$ cat src/rtl/mesh_dewarp_bilinear_sampler_macros.svh
// ---------------------------------------------------------------------------
// Assertion macros for the mesh dewarp sampler
// Immediate-free concurrent checks that drop out of synthesis builds.
// ---------------------------------------------------------------------------
`ifndef MESH_DEWARP_BILINEAR_SAMPLER_MACROS_SVH
`define MESH_DEWARP_BILINEAR_SAMPLER_MACROS_SVH
`ifndef SYNTHESIS
// Property that must hold at every clock edge outside reset.
`define MDB_ASSERT(label, clk, rst, prop, msg) \
   label: assert property (@(posedge clk) disable iff (rst) (prop)) else $error(msg);
// Condition in one cycle that implies a consequence in the next cycle.
`define MDB_ASSERT_NEXT(label, clk, rst, ante, cons, msg) \
   label: assert property (@(posedge clk) disable iff (rst) (ante) |=> (cons)) else $error(msg);
`else
`define MDB_ASSERT(label, clk, rst, prop, msg)
`define MDB_ASSERT_NEXT(label, clk, rst, ante, cons, msg)
`endif
`endif

$ cat src/rtl/mdb_ram.sv
// ---------------------------------------------------------------------------
// Generic simple dual-port RAM
// One write port and one read port with a registered read.
// ---------------------------------------------------------------------------
module mdb_ram #(
   parameter int WIDTH = 8,
   parameter int DEPTH = 16,
   localparam int AW   = $clog2(DEPTH)
) (
   input  logic             clock,
   input  logic             wr_en,
   input  logic [AW-1:0]    wr_addr,
   input  logic [WIDTH-1:0] wr_data,
   input  logic             rd_en,
   input  logic [AW-1:0]    rd_addr,
   output logic [WIDTH-1:0] rd_data
);

   logic [WIDTH-1:0] mem_ff [DEPTH];
   logic [WIDTH-1:0] rd_data_ff;

   always_ff @(posedge clock) begin
      if (wr_en) begin
         mem_ff[wr_addr] <= wr_data;
      end
      if (rd_en) begin
         rd_data_ff <= mem_ff[rd_addr];
      end
   end

   assign rd_data = rd_data_ff;

endmodule

$ cat config.mk
export PLATFORM = sky130hd
export DESIGN_NAME = mdb_ram
export DESIGN_NICKNAME = d
export VERILOG_FILES = /design/src/rtl/mesh_dewarp_bilinear_sampler_macros.svh /design/src/rtl/mdb_ram.sv
export SDC_FILE = /design/constraint.sdc
export NUM_CORES = 1
export LEC_CHECK = 0
export CORE_MARGIN = 10
export CORE_UTILIZATION = 50
export CTS_BUF_LIST = sky130_fd_sc_hd__clkbuf_16
export CTS_CLUSTER_SIZE = 14
export DETAILED_ROUTE_END_ITERATION = 6
export DONT_BUFFER_PORTS = 1
export GPL_ROUTABILITY_DRIVEN = 0
export MAX_ROUTING_LAYER = met4
export PLACE_DENSITY = 0.77
export SKIP_CTS_REPAIR_TIMING = 1
export SLEW_MARGIN = 20
export SYNTH_ARGS = -nofsm -noshare
export SYNTH_HDL_FRONTEND = slang
export SYNTH_SLANG_ARGS = --single-unit
$ cat constraint.sdc
create_clock -name clock -period 1.8 [get_ports clock]
set_input_delay 0.18 -clock clock [delete_from_list [all_inputs] [get_ports clock]]
set_output_delay 0.18 -clock clock [all_outputs]
set_load 0.02 [all_outputs]
==> results.yml <==
global_routing:
  overflow: 0
  use_met3: 0.0551
  grt_pass1_wl_um: 15100
  grt_use_met1: 0.173
  grt_util_all_layers: 0.145
  grt_pass1_vias: 2538
  busiest_layer: "met2"
  grtUsageMet2: 0.224
  grt_antenna_before_repair: 0
  grt_max_degree: 33
synth:
  yosys-top-cells-count: "edfxtp_1 (136), mux4_2 (18), a22oi_1 (16), mux4_1 (14), nor2_1 (13)"
  ys_ff_latch: 136
  synth_area_leaders: "edfxtp_1 (78%), mux4_2 (7.8%), mux4_1 (7.0%), a22oi_1 (2.3%), nor2_1 (0.93%)"
  syn_nets: 248
  synth_edf_count: 136
  synth_top_area_share: 0.781
  yosysMostFrequentCell: "edfxtp_1"
  synth_cell_types: 18
  syn_inst: 229
  synth-seq-area-share: 0.781
  ys.flop_type: "edfxtp_1"
  async_flop_share: 0
  yosysWarningCount: 0
  netlist_area_um2: 5230
  synth_area_per_cell_um2: 22.8
  yosysTopAreaCell: "edfxtp_1"
power:
  p_switching_w: 0.00147
  ir_drop_v: 0.000550
  leakage_nw: 2.02
  powerDensity_nw_per_um2: 1200
  seq_power_share: 0.492
  p_int_w: 0.00587
  pwr-share-clk: 0.473
  swShare: 0.200
  comb_power_share: 0.035
hold_path:
  hold_path.class: "in -> reg"
setup_path:
  cp.required_ns: 1.96
  r2r_slack_ns: 0.29
  crit_path_start_kind: "flop"
  cp_slowest_cell: "mux4_1"
  cp_num_buf_inv: 0
  criticalPathCategory: "reg -> reg"
  arrival_ns: 1.67
  crit_chain: "mux4_1 -> a22oi_1 -> nand2_1"
  critPathTopFamily: "multiplexers"
  path_max_fanout: 1
  end_kind: "flop"
  critPathMaxStageDelay_ns: 0.55
timing:
  finalSetupTns_ns: 0
  clock_skew_ns: 0.0102
  max-slew-margin-rel: 0.583
  fmax_ghz: 0.660
  tightest_slew_ns: 0.623
  drv_slew: 0
  period_share: 0.841
  holdWs_ns: 0.142
  rsz0062_at_grt: "false"
  setup_viol: 0
  period_needed_ns: 1.51
  fin_ws_ns: 0.286
  hold_viol: 0
final_layout:
  area_growth_pct: 17.4
  instances_no_fill: 414
  drive_above_1_share: 0.245
  diodes: 0
  nets: 284
  num-fill-cells: 715
  final_core_util: 0.597
die:
  initial_utilization: 0.509
  coreArea_um2: 10300
  pin_count: 27
  die_height_um: 122
  chipWidth_um: 122
  rows: 37
  dieArea_um2: 14900
clock_network:
  clock_latency_ns: 0.41
  clk_pin_slew_ns: 0.06
  cts_root_buffer: "clkbuf_16"
  clock_path_buffers: 2
  clkSinkCount: 136
  cts_tree: "built"
  cts_buffers: 17
  htree_levels: 4
detailed_routing:
  dr.pass1.iters: 5
  drt_iter0_drc: 281
  ant_nets: 0
  viasPerCell: 5.87
  drcViolationCount: 0
  wl_per_cell_um: 24.3
  vias: 2432
  routed_wl_um: 10000
placed_design:
  io_buffers: 0
  dp_cells: 373
  dp.final_hpwl_um: 6030
  post-place-ws_ns: 0.268
flow_run:
  cap_violations: 0
outcome:
  status: "completed"
## flip-flops by register name, summed over array words and instances, names as in the netlist
| signal | flops |
|---|---|
| mem_ff | 128 |
| rd_data | 8 |
## worst paths after layout
kind            startpoint  depth (start not counted)           end
max           mem_ff[9][4]                          3    rd_data[4]
min reg2reg  mem_ff[14][0]                          3    rd_data[0]
min             wr_addr[0]                          2  mem_ff[4][2]
max reg2reg   mem_ff[9][4]                          3    rd_data[4]
## worst register-to-register path, stage by stage, from the launching register on
cell	delay [ns]
edfxtp_1	0.39
mux4_1	0.55
a22oi_1	0.24
nand2_1	0.09
## per-stage QoR
stage | instance area, um2 | total power (W)
2_1_floorplan | 5230 | 0.00385
3_3_place_gp | 5450 | 0.00387
3_5_place_dp | 5450 | 0.00388
4_1_cts | 6050 | 0.00733
5_1_grt | 6140 | 0.00753
6_report | 6140 | 0.00734
## area by class of cell
type                            instances  area (um2)  share of cell area
Clock inverter                         15         176              0.0287
Tap cell                              136         170              0.0277
Multi-Input combinational cell         83        1060               0.172
Timing Repair Buffer                   27         225              0.0367
Sequential cell                       136        4080               0.665
Clock buffer                           17         425              0.0693
## metal layers
layer  vias to the layer above  routed length (um)
met1                      1269                4140
met2                        99                5020
met5                         -                   0
met3                        12                 755
met4                         0                 127
li1                       1052                   -
## cell families (layout without fill, tap and decap cells)
logic type,Yosys count,count (layout),synth area share
and+or+nand+nor,35,35,0.0314
AOI/OAI and AO/OA,16,16,0.0230
buffers and inverters,10,59,0.0165
DFF,136,136,0.781
muxes,32,32,0.148
## cell usage in the layout, fill, tap and decap left out, types with 2 or more instances in the layout
master         instances
edfxtp_1             136
mux4_2                18
buf_4                 18
clkbuf_16             17
a22oi_1               16
mux4_1                14
nor2_1                13
nand2_1                9
dlygate4sd3_1          9
clkinvlp_4             5
nor3_1                 4
bufinv_16              3
inv_6                  3
nand3b_1               2
nand2b_1               2
clkinv_2               2
## power groups by stage
stage	combinational, W	sequential, W	clock [W]
after floorplan	0.000180	0.00367	0
after global placement	0.000191	0.00368	0
after detailed placement	0.000195	0.00368	0
after CTS	0.000197	0.00362	0.00351
after global routing	0.000272	0.00362	0.00364
final	0.000253	0.00361	0.00347
Power figures use the tool's default switching activity.
